**config.mk**
```make
export PLATFORM = sky130hd
export DESIGN_NAME = pwm_linear_fade_controller_top_flat
export DESIGN_NICKNAME = d
export VERILOG_FILES = /design/src/hw/rtl/plf_pkg.sv /design/src/hw/rtl/plf_req_if.sv /design/src/hw/rtl/plf_res_if.sv /design/src/hw/rtl/pwm_linear_fade_controller_top.sv /design/src/hw/rtl/plf_div.sv /design/src/hw/rtl/plf_dp.sv /design/src/hw/rtl/plf_ctrl.sv /design/src/flat_wrapper.sv
export SDC_FILE = /design/constraint.sdc
export NUM_CORES = 2
export LEC_CHECK = 0
export BUFFER_PORTS_ARGS = -buffer_cell sky130_fd_sc_hd__clkbuf_2
export CORE_ASPECT_RATIO = 0.75
export CORE_UTILIZATION = 45
export DETAILED_ROUTE_END_ITERATION = 8
export RECOVER_POWER = 100
export SLEW_MARGIN = 40
export SYNTH_ARGS = -nofsm -noshare
export SYNTH_HDL_FRONTEND = slang
export SYNTH_SLANG_ARGS = --single-unit
```
**constraint.sdc**
```tcl
create_clock -name clk -period 9.8 [get_ports clk]
set_input_delay 0.98 -clock clk [delete_from_list [all_inputs] [get_ports clk]]
set_output_delay 0.98 -clock clk [all_outputs]
set_load 0.01 [all_outputs]
```
**src/hw/rtl/plf_pkg.sv**
```systemverilog
// Shared types and constants for the PWM linear fade controller.
// Used by the channel interfaces, the controller, the datapath and the divider.
package plf_pkg;

	localparam int unsigned LEVEL_W  = 16;
	localparam int unsigned DUR_W    = 32;
	localparam int unsigned BW_W     = 5;
	localparam int unsigned TDIV_W   = 16;
	localparam int unsigned CFG_W    = 16;
	localparam int unsigned CFG_IDX_W = 2;
	localparam int unsigned DELTA_W  = LEVEL_W + 1;

	// Shared restoring divider: 42-bit dividend, 32-bit divisor.
	localparam int unsigned DIV_NUM_W = 42;
	localparam int unsigned DIV_DEN_W = 32;
	localparam int unsigned DIV_CNT_W = 6;
	localparam int unsigned PERMILLE_W = 10;
	localparam int unsigned PROD_W = LEVEL_W + PERMILLE_W;

	localparam int unsigned PERMILLE_SCALE = 1000;
	localparam logic [BW_W-1:0] MAX_BW = BW_W'(LEVEL_W);

	// The scaled step is divided by 1000 as a multiply by ceil(2^36/1000),
	// keeping the bits from 36 up. This is exact for every product below 2^26.
	localparam int unsigned RECIP_W     = 27;
	localparam int unsigned RECIP_SHIFT = 36;
	localparam logic [RECIP_W-1:0] PERMILLE_RECIP = RECIP_W'(68719477);

	localparam logic [DIV_CNT_W-1:0] TU_STEPS   = DIV_CNT_W'(DUR_W);
	localparam logic [DIV_CNT_W-1:0] PM_STEPS   = DIV_CNT_W'(DIV_NUM_W);

	typedef enum logic [1:0] {
		REQ_SET  = 2'd0,
		REQ_FADE = 2'd1,
		REQ_STOP = 2'd2,
		REQ_TICK = 2'd3
	} req_t;

	typedef enum logic [CFG_IDX_W-1:0] {
		CFG_BIT_WIDTH    = 2'd0,
		CFG_INVERT       = 2'd1,
		CFG_TIME_DIVIDER = 2'd2
	} cfg_idx_t;

	typedef enum logic [1:0] {
		DSEL_TU   = 2'd0,
		DSEL_PM   = 2'd1
	} div_sel_t;

	typedef struct packed {
		logic     set_level;
		logic     stop;
		logic     tick_inc;
		logic     div_start;
		div_sel_t div_sel;
		logic     fade_record;
		logic     calc_elapsed;
		logic     do_mul;
		logic     do_scale;
		logic     apply_step;
		logic     end_fade;
		logic     load_result;
	} ctrl_cmd_t;

	typedef struct packed {
		req_t req;
		logic dur_zero;
		logic fading;
		logic div_done;
		logic fade_cont;
	} dp_status_t;

endpackage

```
**src/hw/rtl/plf_req_if.sv**
```systemverilog
// Request channel of the PWM linear fade controller: valid/ready and one request.
// Depends on plf_pkg for the field widths.
interface plf_req_if;
	logic                         valid;
	logic                         ready;
	logic [1:0]                   req_type;
	logic [plf_pkg::LEVEL_W-1:0]  target_value;
	logic [plf_pkg::DUR_W-1:0]    duration;

	modport source (output valid, req_type, target_value, duration, input ready);
	modport sink (input valid, req_type, target_value, duration, output ready);
endinterface

```
**src/hw/rtl/plf_res_if.sv**
```systemverilog
// Result channel of the PWM linear fade controller: valid/ready and one result.
// Depends on plf_pkg for the field widths.
interface plf_res_if;
	logic                         valid;
	logic                         ready;
	logic [plf_pkg::LEVEL_W-1:0]  pwm_level;
	logic [plf_pkg::LEVEL_W-1:0]  level_value;
	logic                         fade_running;

	modport source (output valid, pwm_level, level_value, fade_running, input ready);
	modport sink (input valid, pwm_level, level_value, fade_running, output ready);
endinterface

```
**src/hw/rtl/pwm_linear_fade_controller_top.sv**
```systemverilog
// Top level of the PWM linear fade controller.
// Depends on plf_pkg, plf_req_if, plf_res_if, plf_ctrl, plf_dp and plf_div.
//
// Usage: requests arrive on the request channel (valid/ready), one per transfer:
// set a level, start a fade, stop a fade, or a one-millisecond tick. Every
// request produces exactly one result transfer on the result channel carrying
// the pin duty level (inverted if configured), the plain level and whether a
// fade is still running. Configuration registers (bit width, invert, time
// divider) are written through cfg_we/cfg_index/cfg_data; the user must write them
// only while the block is idle, which the block itself does not enforce. A fade
// start and every tick during a fade use the shared one-bit-per-cycle divider
// (32 iterations for the time unit, 42 for the permille); a tick that does not end
// the fade also uses a registered reciprocal multiply for the division by 1000.
// One request is processed at a time; the next transfer can be accepted in the
// same cycle that result valid rises.
// Reset clears the level, fade state and millisecond count, and loads the
// register defaults (bit width 8, no inversion, divider 1).
// If the receiver stalls, the result waits in its output register; a further
// request is still accepted and processed, and then waits until that result
// transfer completes before its own result is loaded.
module pwm_linear_fade_controller_top (
	input  logic                            clk,
	input  logic                            arst_n,
	plf_req_if.sink                         request,
	plf_res_if.source                       result,
	input  logic                            cfg_we,
	input  logic [plf_pkg::CFG_IDX_W-1:0]   cfg_index,
	input  logic [plf_pkg::CFG_W-1:0]       cfg_data
);

	plf_pkg::ctrl_cmd_t   cmd;
	plf_pkg::dp_status_t  status;
	logic                 req_xfer;

	// A request is captured into the datapath on its transfer.
	assign req_xfer = request.valid && request.ready;

	plf_ctrl u_ctrl (
		.clk       (clk),
		.arst_n    (arst_n),
		.in_valid  (request.valid),
		.in_ready  (request.ready),
		.out_valid (result.valid),
		.out_ready (result.ready),
		.status    (status),
		.cmd       (cmd)
	);

	plf_dp u_dp (
		.clk          (clk),
		.arst_n       (arst_n),
		.item_load    (req_xfer),
		.req_type     (request.req_type),
		.target_value (request.target_value),
		.duration     (request.duration),
		.cfg_we       (cfg_we),
		.cfg_index    (cfg_index),
		.cfg_data     (cfg_data),
		.cmd          (cmd),
		.status       (status),
		.pwm_level    (result.pwm_level),
		.level_value  (result.level_value),
		.fade_running (result.fade_running)
	);

endmodule

```
**src/hw/rtl/plf_div.sv**
```systemverilog
// Shared restoring divider, one quotient bit per cycle.
// Depends on plf_pkg for widths. The time-unit dividend arrives left aligned.
module plf_div (
	input  logic                            clk,
	input  logic                            arst_n,
	input  logic                            start,
	input  logic [plf_pkg::DIV_NUM_W-1:0]   dividend,
	input  logic [plf_pkg::DIV_DEN_W-1:0]   divisor,
	input  logic [plf_pkg::DIV_CNT_W-1:0]   steps,
	output logic                            done,
	output logic [plf_pkg::DIV_NUM_W-1:0]   quotient
);

	logic                            busy_q;
	logic                            done_q;
	logic [plf_pkg::DIV_CNT_W-1:0]   cnt_q;
	logic [plf_pkg::DIV_DEN_W-1:0]   rem_q;
	logic [plf_pkg::DIV_DEN_W-1:0]   den_q;
	logic [plf_pkg::DIV_NUM_W-1:0]   quo_q;
	logic [plf_pkg::DIV_DEN_W:0]     rem_sh;
	logic [plf_pkg::DIV_DEN_W:0]     rem_sub;
	logic                            ge;

	// The partial remainder stays below the divisor, so 32 bits hold it.
	assign rem_sh  = {rem_q, quo_q[plf_pkg::DIV_NUM_W-1]};
	assign ge      = rem_sh >= {1'b0, den_q};
	assign rem_sub = rem_sh - {1'b0, den_q};

	always_ff @(posedge clk or negedge arst_n) begin
		if (!arst_n) begin
			busy_q <= 1'b0;
			done_q <= 1'b0;
			cnt_q  <= '0;
		end else if (start) begin
			busy_q <= 1'b1;
			done_q <= 1'b0;
			cnt_q  <= steps;
		end else if (busy_q) begin
			cnt_q <= cnt_q - 1'b1;
			if (cnt_q == plf_pkg::DIV_CNT_W'(1)) begin
				busy_q <= 1'b0;
				done_q <= 1'b1;
			end
		end
	end

	always_ff @(posedge clk) begin
		if (start) begin
			rem_q <= '0;
			den_q <= divisor;
			quo_q <= dividend;
		end else if (busy_q) begin
			rem_q <= ge ? rem_sub[plf_pkg::DIV_DEN_W-1:0] : rem_sh[plf_pkg::DIV_DEN_W-1:0];
			quo_q <= {quo_q[plf_pkg::DIV_NUM_W-2:0], ge};
		end
	end

	assign done     = done_q;
	assign quotient = quo_q;

endmodule

```
**src/hw/rtl/plf_dp.sv**
```systemverilog
// Datapath of the PWM linear fade controller: configuration, fade state,
// the shared divider and the result register. Depends on plf_pkg and plf_div.
module plf_dp (
	input  logic                            clk,
	input  logic                            arst_n,
	input  logic                            item_load,
	input  logic [1:0]                      req_type,
	input  logic [plf_pkg::LEVEL_W-1:0]     target_value,
	input  logic [plf_pkg::DUR_W-1:0]       duration,
	input  logic                            cfg_we,
	input  logic [plf_pkg::CFG_IDX_W-1:0]   cfg_index,
	input  logic [plf_pkg::CFG_W-1:0]       cfg_data,
	input  plf_pkg::ctrl_cmd_t              cmd,
	output plf_pkg::dp_status_t             status,
	output logic [plf_pkg::LEVEL_W-1:0]     pwm_level,
	output logic [plf_pkg::LEVEL_W-1:0]     level_value,
	output logic                            fade_running
);

	localparam int unsigned LW = plf_pkg::LEVEL_W;
	localparam int unsigned SW = plf_pkg::PROD_W + plf_pkg::RECIP_W;

	// Configuration.
	logic [plf_pkg::BW_W-1:0]     bw_q;
	logic                         inv_q;
	logic [plf_pkg::TDIV_W-1:0]   tdiv_q;

	// Fade state.
	logic [LW-1:0]                level_q;
	logic                         fading_q;
	logic [plf_pkg::DUR_W-1:0]    ms_q;
	logic [plf_pkg::DUR_W-1:0]    start_time_q;
	logic [plf_pkg::DUR_W-1:0]    total_q;
	logic [LW-1:0]                start_level_q;
	logic [plf_pkg::DELTA_W-1:0]  delta_q;
	logic [LW-1:0]                end_level_q;

	// Item and intermediate values.
	logic [1:0]                   req_q;
	logic [LW-1:0]                target_q;
	logic [plf_pkg::DUR_W-1:0]    dur_q;
	logic [plf_pkg::DUR_W-1:0]    elapsed_q;
	logic [plf_pkg::PROD_W-1:0]   prod_mag_q;
	logic                         prod_neg_q;
	logic [LW-1:0]                step_q;

	logic [LW-1:0]                res_pin_q;
	logic [LW-1:0]                res_level_q;
	logic                         res_fading_q;

	logic [plf_pkg::BW_W-1:0]     bw_eff;
	logic [LW:0]                  one_sh;
	logic [LW:0]                  max17;
	logic [LW-1:0]                max_level;
	logic [LW-1:0]                tgt;
	logic [plf_pkg::TDIV_W-1:0]   tdiv_eff;
	logic [plf_pkg::DELTA_W-1:0]  delta_new;
	logic [plf_pkg::DELTA_W-1:0]  delta_mag;
	logic [LW:0]                  level_new;
	logic [LW-1:0]                pin;
	logic [SW-1:0]                scaled;

	logic [plf_pkg::DIV_NUM_W-1:0] div_num;
	logic [plf_pkg::DIV_DEN_W-1:0] div_den;
	logic [plf_pkg::DIV_CNT_W-1:0] div_steps;
	logic                          div_done;
	logic [plf_pkg::DIV_NUM_W-1:0] div_quo;

	assign bw_eff    = (bw_q > plf_pkg::MAX_BW) ? plf_pkg::MAX_BW : bw_q;
	assign one_sh    = (LW+1)'(1) << bw_eff;
	assign max17     = one_sh - (LW+1)'(1);
	assign max_level = max17[LW-1:0];
	assign tgt       = (target_q > max_level) ? max_level : target_q;
	assign tdiv_eff  = (tdiv_q == '0) ? plf_pkg::TDIV_W'(1) : tdiv_q;
	assign delta_new = {1'b0, tgt} - {1'b0, level_q};
	assign delta_mag = delta_q[plf_pkg::DELTA_W-1] ? (~delta_q + 1'b1) : delta_q;
	assign scaled    = SW'(prod_mag_q) * SW'(plf_pkg::PERMILLE_RECIP);
	assign level_new = prod_neg_q ? ({1'b0, start_level_q} - {1'b0, step_q})
	                              : ({1'b0, start_level_q} + {1'b0, step_q});

	always_comb begin
		if (inv_q) begin
			pin = (level_q > max_level) ? '0 : (max_level - level_q);
		end else begin
			pin = level_q;
		end
	end

	// Divider operand selection; the time-unit operand is left aligned in the dividend.
	always_comb begin
		case (cmd.div_sel)
			plf_pkg::DSEL_TU: begin
				div_num   = {ms_q, (plf_pkg::DIV_NUM_W - plf_pkg::DUR_W)'(0)};
				div_den   = plf_pkg::DIV_DEN_W'(tdiv_eff);
				div_steps = plf_pkg::TU_STEPS;
			end
			plf_pkg::DSEL_PM: begin
				div_num   = plf_pkg::DIV_NUM_W'(elapsed_q)
				          * plf_pkg::DIV_NUM_W'(plf_pkg::PERMILLE_SCALE);
				div_den   = total_q;
				div_steps = plf_pkg::PM_STEPS;
			end
			default: begin
				div_num   = '0;
				div_den   = plf_pkg::DIV_DEN_W'(1);
				div_steps = plf_pkg::TU_STEPS;
			end
		endcase
	end

	plf_div u_div (
		.clk      (clk),
		.arst_n   (arst_n),
		.start    (cmd.div_start),
		.dividend (div_num),
		.divisor  (div_den),
		.steps    (div_steps),
		.done     (div_done),
		.quotient (div_quo)
	);

	always_ff @(posedge clk or negedge arst_n) begin
		if (!arst_n) begin
			bw_q          <= plf_pkg::BW_W'(8);
			inv_q         <= 1'b0;
			tdiv_q        <= plf_pkg::TDIV_W'(1);
			level_q       <= '0;
			fading_q      <= 1'b0;
			ms_q          <= '0;
			start_time_q  <= '0;
			total_q       <= '0;
			start_level_q <= '0;
			delta_q       <= '0;
			end_level_q   <= '0;
		end else begin
			if (cfg_we) begin
				case (plf_pkg::cfg_idx_t'(cfg_index))
					plf_pkg::CFG_BIT_WIDTH:    bw_q   <= cfg_data[plf_pkg::BW_W-1:0];
					plf_pkg::CFG_INVERT:       inv_q  <= cfg_data[0];
					plf_pkg::CFG_TIME_DIVIDER: tdiv_q <= cfg_data[plf_pkg::TDIV_W-1:0];
					default: ;
				endcase
			end
			if (cmd.set_level) begin
				level_q  <= tgt;
				fading_q <= 1'b0;
			end
			if (cmd.stop) begin
				fading_q <= 1'b0;
			end
			if (cmd.tick_inc) begin
				ms_q <= ms_q + 1'b1;
			end
			if (cmd.fade_record) begin
				start_time_q  <= div_quo[plf_pkg::DUR_W-1:0];
				total_q       <= dur_q;
				start_level_q <= level_q;
				delta_q       <= delta_new;
				end_level_q   <= tgt;
				fading_q      <= 1'b1;
			end
			if (cmd.apply_step) begin
				level_q <= level_new[LW-1:0];
			end
			if (cmd.end_fade) begin
				level_q  <= end_level_q;
				fading_q <= 1'b0;
			end
		end
	end

	always_ff @(posedge clk) begin
		if (item_load) begin
			req_q    <= req_type;
			target_q <= target_value;
			dur_q    <= duration;
		end
		if (cmd.calc_elapsed) begin
			elapsed_q <= div_quo[plf_pkg::DUR_W-1:0] - start_time_q;
		end
		if (cmd.do_mul) begin
			prod_mag_q <= plf_pkg::PROD_W'(delta_mag[LW-1:0])
			            * plf_pkg::PROD_W'(div_quo[plf_pkg::PERMILLE_W-1:0]);
			prod_neg_q <= delta_q[plf_pkg::DELTA_W-1];
		end
		if (cmd.do_scale) begin
			step_q <= scaled[plf_pkg::RECIP_SHIFT +: LW];
		end
		if (cmd.load_result) begin
			res_pin_q    <= pin;
			res_level_q  <= level_q;
			res_fading_q <= fading_q;
		end
	end

	assign status.req       = plf_pkg::req_t'(req_q);
	assign status.dur_zero  = (dur_q == '0);
	assign status.fading    = fading_q;
	assign status.div_done  = div_done;
	assign status.fade_cont = (total_q != '0) && (elapsed_q < total_q);

	assign pwm_level    = res_pin_q;
	assign level_value  = res_level_q;
	assign fade_running = res_fading_q;

endmodule

```
**src/hw/rtl/plf_ctrl.sv**
```systemverilog
// Controller of the PWM linear fade controller: sequences one request at a
// time through the datapath and owns the channel handshakes. Depends on plf_pkg.
module plf_ctrl (
	input  logic                  clk,
	input  logic                  arst_n,
	input  logic                  in_valid,
	output logic                  in_ready,
	output logic                  out_valid,
	input  logic                  out_ready,
	input  plf_pkg::dp_status_t   status,
	output plf_pkg::ctrl_cmd_t    cmd
);

	typedef enum logic [3:0] {
		S_IDLE,
		S_DECODE,
		S_FWAIT,
		S_TICK,
		S_TWAIT,
		S_ELAP,
		S_CHK,
		S_PWAIT,
		S_MUL,
		S_SCALE,
		S_FIN,
		S_RES
	} state_t;

	state_t              state_q;
	plf_pkg::ctrl_cmd_t  cmd_q;
	logic                out_valid_q;
	logic                div_ready;

	// The divider's done flag is stale in the cycle its start command is live.
	assign div_ready = !cmd_q.div_start && status.div_done;

	always_ff @(posedge clk or negedge arst_n) begin
		if (!arst_n) begin
			state_q     <= S_IDLE;
			cmd_q       <= '0;
			out_valid_q <= 1'b0;
		end else begin
			cmd_q <= '0;
			if (out_valid_q && out_ready) begin
				out_valid_q <= 1'b0;
			end
			case (state_q)
				S_IDLE: begin
					if (in_valid) begin
						state_q <= S_DECODE;
					end
				end
				S_DECODE: begin
					case (status.req)
						plf_pkg::REQ_SET: begin
							cmd_q.set_level <= 1'b1;
							state_q         <= S_FIN;
						end
						plf_pkg::REQ_FADE: begin
							if (status.dur_zero) begin
								cmd_q.set_level <= 1'b1;
								state_q         <= S_FIN;
							end else begin
								cmd_q.div_start <= 1'b1;
								cmd_q.div_sel   <= plf_pkg::DSEL_TU;
								state_q         <= S_FWAIT;
							end
						end
						plf_pkg::REQ_STOP: begin
							cmd_q.stop <= 1'b1;
							state_q    <= S_FIN;
						end
						default: begin
							cmd_q.tick_inc <= 1'b1;
							state_q        <= S_TICK;
						end
					endcase
				end
				S_FWAIT: begin
					if (div_ready) begin
						cmd_q.fade_record <= 1'b1;
						state_q           <= S_FIN;
					end
				end
				S_TICK: begin
					if (status.fading) begin
						cmd_q.div_start <= 1'b1;
						cmd_q.div_sel   <= plf_pkg::DSEL_TU;
						state_q         <= S_TWAIT;
					end else begin
						state_q <= S_FIN;
					end
				end
				S_TWAIT: begin
					if (div_ready) begin
						cmd_q.calc_elapsed <= 1'b1;
						state_q            <= S_ELAP;
					end
				end
				S_ELAP: begin
					state_q <= S_CHK;
				end
				S_CHK: begin
					if (status.fade_cont) begin
						cmd_q.div_start <= 1'b1;
						cmd_q.div_sel   <= plf_pkg::DSEL_PM;
						state_q         <= S_PWAIT;
					end else begin
						cmd_q.end_fade <= 1'b1;
						state_q        <= S_FIN;
					end
				end
				S_PWAIT: begin
					if (div_ready) begin
						cmd_q.do_mul <= 1'b1;
						state_q      <= S_MUL;
					end
				end
				S_MUL: begin
					cmd_q.do_scale <= 1'b1;
					state_q        <= S_SCALE;
				end
				S_SCALE: begin
					cmd_q.apply_step <= 1'b1;
					state_q          <= S_FIN;
				end
				S_FIN: begin
					// Wait until the result register is free or being emptied.
					if (!out_valid_q || out_ready) begin
						cmd_q.load_result <= 1'b1;
						state_q           <= S_RES;
					end
				end
				S_RES: begin
					out_valid_q <= 1'b1;
					state_q     <= S_IDLE;
				end
				default: begin
					state_q <= S_IDLE;
				end
			endcase
		end
	end

	assign in_ready  = (state_q == S_IDLE);
	assign out_valid = out_valid_q;
	assign cmd       = cmd_q;

endmodule
```
**src/flat_wrapper.sv**
```systemverilog
// flat-port wrapper written by rule: the top's interface ports become plain ports
module pwm_linear_fade_controller_top_flat 
  (clk, arst_n, cfg_we, cfg_index, cfg_data, request_valid, request_req_type, request_target_value, request_duration, request_ready, result_valid, result_pwm_level, result_level_value, result_fade_running, result_ready);
  plf_req_if request_i ();
  plf_res_if result_i ();
  input  logic clk;
  input  logic arst_n;
  input  logic cfg_we;
  input  logic [plf_pkg::CFG_IDX_W-1:0] cfg_index;
  input  logic [plf_pkg::CFG_W-1:0] cfg_data;
  input wire logic [$bits(request_i.valid)-1:0] request_valid;
  input wire logic [$bits(request_i.req_type)-1:0] request_req_type;
  input wire logic [$bits(request_i.target_value)-1:0] request_target_value;
  input wire logic [$bits(request_i.duration)-1:0] request_duration;
  output wire logic [$bits(request_i.ready)-1:0] request_ready;
  output wire logic [$bits(result_i.valid)-1:0] result_valid;
  output wire logic [$bits(result_i.pwm_level)-1:0] result_pwm_level;
  output wire logic [$bits(result_i.level_value)-1:0] result_level_value;
  output wire logic [$bits(result_i.fade_running)-1:0] result_fade_running;
  input wire logic [$bits(result_i.ready)-1:0] result_ready;
  assign request_i.valid = request_valid;
  assign request_i.req_type = request_req_type;
  assign request_i.target_value = request_target_value;
  assign request_i.duration = request_duration;
  assign request_ready = request_i.ready;
  assign result_valid = result_i.valid;
  assign result_pwm_level = result_i.pwm_level;
  assign result_level_value = result_i.level_value;
  assign result_fade_running = result_i.fade_running;
  assign result_i.ready = result_ready;
  pwm_linear_fade_controller_top u_core (.clk(clk), .arst_n(arst_n), .request(request_i), .result(result_i), .cfg_we(cfg_we), .cfg_index(cfg_index), .cfg_data(cfg_data));
endmodule
```
# Word level (Yosys, flattened, before mapping)
# Index checks and enable logic that the tools add are counted.
[totals]
ff_bits = 474
output_inout_bits = 35
[classes]
n_addsub = 10
multipliers = 3
magnitude_cmp = 5
eq_ne = 22
n_shift = 1
muxes = 60
n_bitwise = 1
reduce_logical = 26
[op_table]
columns = ["cell", "count"]
rows = [
  ["two-way mux 16 bit", 9],
  ["two-way mux 42 bit", 2],
  ["case mux 42 bit (2 select lines)", 1],
  ["case mux 32 bit (2 select lines)", 1],
  ["subtractor 32 bit", 2],
  ["multiplier 26 x 27 -> 52 bit, second input constant", 1],
  ["case mux 4 bit (11 select lines)", 1],
  ["multiplier 32 x 7 -> 39 bit, second input constant", 1],
  ["two-way mux 4 bit", 9],
  [">= comparator 33 x 32 -> 1 bit", 1],
  ["adder 32 x 1 -> 32 bit, second input constant", 1],
  ["greater-than comparator 16 bit", 2],
  ["zero test 32 bit", 1],
  ["less-than comparator 32 bit", 1],
  ["two-way mux 32 bit", 1],
  ["nonzero test 32 bit", 1],
  ["subtractor 16 bit", 2],
  ["multiplier 16 x 10 -> 26 bit", 1],
  ["two-way mux 1 bit", 25],
  ["subtractor 16 x 16 -> 17 bit", 1],
  ["adder 16 x 1 -> 16 bit, second input constant", 1],
  ["adder 16 bit", 1],
  ["== test 4 x 3 -> 1 bit, second input constant", 4],
  ["== test 4 bit, second input constant", 4],
  ["30 further kinds", 54],
]

# Logic depth before layout (Yosys ltp)
[depth]
ltp_word = 9
depth_mapped = 32
mapped_depth_nobuf = 30

# Cells and area by module
# A second synthesis with hierarchy kept.
[unflattened]
hier_cells = 4467
hier_area_um2 = 45722.6
[by_module_without_submodules]
columns = ["mod", "instances", "cells_per_inst", "area_per_inst_um2", "seq_area_each_um2"]
rows = [
  ["plf_dp", 1, 3731, 38141.6, 9351.5],
  ["plf_div", 1, 654, 6742.7, 3062.9],
  ["plf_ctrl", 1, 81, 832.0, 425.4],
  ["pwm_linear_fade_controller_top", 1, 1, 6.3, 0.0],
]

# Least setup slack after synthesis
# Ideal clock, no wire load.
[synth_path]
kind = "register to register"
startpoint = "reg u_core.u_dp.delta_q[0] (netlist name)"
endpoint = "reg u_core.u_dp.prod_mag_q[25] (netlist name), data pin"
setup_ns = 0.260
t_arrival_ns = 6.478
required_ns = 9.540
path_slack_ns = 3.062
stages_incl_launch_ff = 27
n_path_buf = 1
period_less_slack_ns = 6.738
path_cell_list = "dfrtp_1 inv_1 clkbuf_1 ha_1 nand2_1 or2_2 o41ai_1 xnor2_1 nand2_1 fa_1 inv_1 fa_1 inv_1 fa_1 inv_1 fa_1 fa_1 ha_1 a21o_1 a21oi_1 a211o_1 a31oi_1 o31ai_1 o211ai_1 a21o_1 a21oi_1 xnor2_1"
[synth_via]
elab_chain_len = 4
[synth_rtl]
columns = ["element", "line", "source"]
rows = [
  ["from (decl)", "plf_dp.sv:35", "logic [plf_pkg::DELTA_W-1:0] delta_q;"],
  ["from (signal assigned)", "plf_dp.sv:158", "delta_q <= delta_new;"],
  ["inverter 16 bit", "plf_dp.sv:76", "assign delta_mag = delta_q[plf_pkg::DELTA_W-1] ? (~delta_q + 1'b1) : delta_q;"],
  ["adder 16 x 1 -> 16 bit", "plf_dp.sv:76", ""],
  ["two-way mux 16 bit *", "plf_dp.sv:76", ""],
  ["multiplier 16 x 10 -> 26 bit *", "plf_dp.sv:183", "* plf_pkg::PROD_W'(div_quo[plf_pkg::PERMILLE_W-1:0]);"],
  ["to (signal assigned)", "plf_dp.sv:182", "prod_mag_q <= plf_pkg::PROD_W'(delta_mag[LW-1:0])"],
  ["to (decl)", "plf_dp.sv:43", "logic [plf_pkg::PROD_W-1:0] prod_mag_q;"],
]
# Every way passes the cells marked *; elsewhere a longest branch is shown, timed or not.
# A chain may end at the register's enable or synchronous reset.

# Worst setup path after layout
[layout_path]
startpoint = "reg u_core.u_dp.bw_q[2] (netlist name)"
endpoint = "reg u_core.u_dp.delta_q[15] (netlist name)"
[layout_via]
elab_chain_len = 7
[layout_rtl]
columns = ["element", "line", "source"]
rows = [
  ["from (decl)", "plf_dp.sv:24", "logic [plf_pkg::BW_W-1:0] bw_q;"],
  ["from (signal assigned)", "plf_dp.sv:124", "bw_q <= plf_pkg::BW_W'(8);"],
  ["from (signal assigned)", "plf_dp.sv:138", "plf_pkg::CFG_BIT_WIDTH: bw_q <= cfg_data[plf_pkg::BW_W-1:0];"],
  ["greater-than comparator 5 bit", "plf_dp.sv:69", "assign bw_eff = (bw_q > plf_pkg::MAX_BW) ? plf_pkg::MAX_BW : bw_q;"],
  ["two-way mux 5 bit *", "plf_dp.sv:69", ""],
  ["left shift 1 x 5 -> 16 bit *", "plf_dp.sv:70", "assign one_sh = (LW+1)'(1) << bw_eff;"],
  ["subtractor 16 x 1 -> 16 bit *", "plf_dp.sv:71", "assign max17 = one_sh - (LW+1)'(1);"],
  ["greater-than comparator 16 bit", "plf_dp.sv:73", "assign tgt = (target_q > max_level) ? max_level : target_q;"],
  ["two-way mux 16 bit *", "plf_dp.sv:73", ""],
  ["named net u_core.u_dp.tgt[1]", "plf_dp.sv:55", "logic [LW-1:0] tgt;"],
  ["subtractor 16 x 16 -> 17 bit *", "plf_dp.sv:75", "assign delta_new = {1'b0, tgt} - {1'b0, level_q};"],
]
# The timed path passes the listed nets; every way through them passes the cells marked *.

==> out/results.ini <==
[routing]
dr.pass1.iters=5
wl_per_cell_um=18.59
drtIter0Drc=2168
detail-route-antenna-nets=0
route.detailed.drc=0
vias=31180
vias_per_cell=5.310
drt_wl_total_um=109200

[clock_tree]
hold_buffers=0
ctsResizeCount=0
clock_latency_ps=640
cts_setup_buffers=0
clk_pin_slew_worst_paths_ps=60
clock-sinks=473
cts_inserted_buffers=54
clockBufferDepth=3
h-tree-depth=2
tritoncts=built
cts-root-buf=clkbuf_16

[synthesis]
synth-edff-count=232
ys_async_sr_fraction_pct=44.19
synth_cell_types=87
avgSynthCellArea_um2=10.19
synth_ff_type=edfxtp_1
ys_seq_area_share_pct=28.54
post-synth-top-area-cell=fa_1
syn_nets=5506
postSynthCellCount=4414
synth_area_leaders=fa_1 (20%), ha_1 (16%), edfxtp_1 (15%)
synth_top_area_share_pct=19.80
synth-seq-cells=473
yosys_warnings=0
synth_area_mm2=0.04499

[min_path]
worstHoldPathCells=0
hold_class=flip-flop to flip-flop

[layout]
layout-drive-gt1-share_pct=5.740
area_delta_synth_final_pct=8.201
nFillCells=9250
nNetsFinal=5593
diodes=0

[job]
cap_violations=16

[worst_setup_path]
worstPathArrival_ps=8200
critical-path-max-stage-delay_ps=1030
crit_slowest_cell=o21ai_0
crit_top_cell=o21ai_0
reg2reg_slack_ps=2120
required_ps=10320
endpoint=u_core.u_dp.delta_q[15]
r2r-start=u_core.u_dp.bw_q[2]
end_kind=flip-flop
rr_worst_depth=28
cp_max_fo=14
start_kind=flip-flop
crit_start=u_core.u_dp.bw_q[2]
critPathKind=flip-flop to flip-flop
timing.rr.end=u_core.u_dp.delta_q[15]

[outcome]
violations=capacitance limit, slew limit
outcome=finished, violations left

[grt]
met2_usage_pct=30.67
gr-usage-met1_pct=35.00
grt_usage_pct=21.90
grt_pass1_vias=30640
met3_usage_pct=4.043
gr-total-overflow=0
grt_max_degree=96
grt.busiest_layer=met1
grt_first_pass_wirelength_um=174800
antenna_found_initial=1

[die]
start_util_pct=45.40
dieArea_mm2=0.1013
die_width_um=367.1
dieHeight_um=275.8
coreArea_mm2=0.09910
row_count=100
num_io_pins=108

[timing]
finalHoldViolCount=0
tightestPinTransition_ps=3674
max_freq_mhz=130.2
finalSetupViolations=0
finalCritPeriodShare_pct=78.36
worst_slack_ps=2121
fin_setup_tns_ps=0
drv_slew=747
finalClockSkew_ps=50.97
rsz0062_at_grt=no
min_period_ps=7679
slew_headroom_pct=-144.9

[placed_design]
place.port_buffers=107
dp_hpwl_um=87860
place.gp.congestion=0.9349
pre_cts_ws_ps=2416

[metrics by stage]
stage	hold slack [ps]	cells	area, um^2	utilization [%]
after floorplan	423.1	4414	44990	-
after global placement	456.1	5770	47020	47.45
after detailed placement	465.0	5771	47080	47.51
after CTS	206.2	5873	48930	49.38
after global routing	484.5	5873	48680	49.13
final	476.4	5873	48680	49.13
[cell usage in the layout (no fill, tap or decap), types with 16 or more instances in the layout]
master,count
inv_1,716
ha_1,574
fa_1,445
nand2_1,324
nor2_1,250
edfxtp_1,232
o21ai_0,221
dfrtp_1,207
a21oi_1,185
xnor2_1,140
a21o_1,91
clkbuf_1,86
mux2_2,83
nand3_1,62
xor2_1,62
and2_1,59
clkbuf_16,59
nor3_1,56
mux2i_1,56
clkbuf_2,55
a211oi_1,38
nand4_1,32
dfxtp_1,32
nor4_1,31
nor2b_1,30
and3_1,30
a31oi_1,30
nand2b_1,28
o21a_1,23
o22ai_1,22
o21bai_1,22
o211ai_1,18
or3_1,16
[cell usage after synthesis (63+ instances only)]
| cell | instances |
|---|---|
| edfxtp_1 | 232 |
| xnor2_1 | 143 |
| a21oi_1 | 185 |
| fa_1 | 445 |
| nand2_1 | 324 |
| nor2_1 | 250 |
| o21ai_0 | 217 |
| a21o_1 | 91 |
| clkbuf_1 | 89 |
| xor2_1 | 63 |
| ha_1 | 574 |
| inv_1 | 717 |
| mux2_2 | 98 |
| dfrtp_1 | 207 |
[layer usage]
metal	up-vias	part of all wire (%)
li1	15110	-
met1	15260	52
met2	712	40
met3	95	6.4
met4	0	1.4
met5	-	0
[flip-flops by register name, indices dropped and copies added (netlist names), 17 cells and up]
register	count
u_core.u_dp.delta_q	17
u_core.u_dp.dur_q	32
u_core.u_dp.elapsed_q	32
u_core.u_dp.ms_q	32
u_core.u_dp.prod_mag_q	26
u_core.u_dp.start_time_q	32
u_core.u_dp.total_q	32
u_core.u_dp.u_div.den_q	32
u_core.u_dp.u_div.quotient	42
u_core.u_dp.u_div.rem_q	32
[worst min-delay path by stage]
stage	start	end	slack, ps
floorplan	u_core.u_dp.delta_q[16]	u_core.u_dp.prod_neg_q	420
global placement	u_core.u_dp.end_level_q[9]	u_core.u_dp.level_q[9]	460
detailed placement	u_core.u_dp.level_q[12]	u_core.u_dp.level_value[12]	470
CTS	arst_n	u_core.u_dp.tdiv_q[10]	210
global route	request_target_value[1]	u_core.u_dp.target_q[1]	480
finish	u_core.u_dp.level_q[12]	u_core.u_dp.level_value[12]	480
[cells by family after synthesis]
group,Yosys count,synth area share (%)
and+or+nand+nor,975,10.23
DFF,473,28.54
adders and majority gates,1019,35.76
buffers and inverters,821,6.855
xor gates and xnor gates,206,4.010
muxes,154,3.699
AOI/OAI and AO/OA,766,10.91
[layout make-up]
cell class	instances	area, um^2	share of cell area (%)
clock buffers	83	1647	3.382
clock inverters	19	200.2	0.4112
inverters	719	2699	5.544
multi-input cells	3120	29040	59.64
flip-flops and latches	473	12840	26.37
well taps	1326	1659	3.408
repair buffers	133	601.8	1.236
[critical path, delay by kind of cell (launching register included)]
| family | cells | cell delay [ps] |
|---|---|---|
| compound gates | 14 | 3680 |
| fa+ha+maj | 3 | 970 |
| buf+inv | 4 | 870 |
| simple gates | 4 | 730 |
| mux | 2 | 700 |
| flops | 1 | 480 |
| xor+xnor | 1 | 80 |
Power is left out: the tool's default activity adds up to more than one toggle a clock period on the data nets, which glitch-free logic cannot reach.
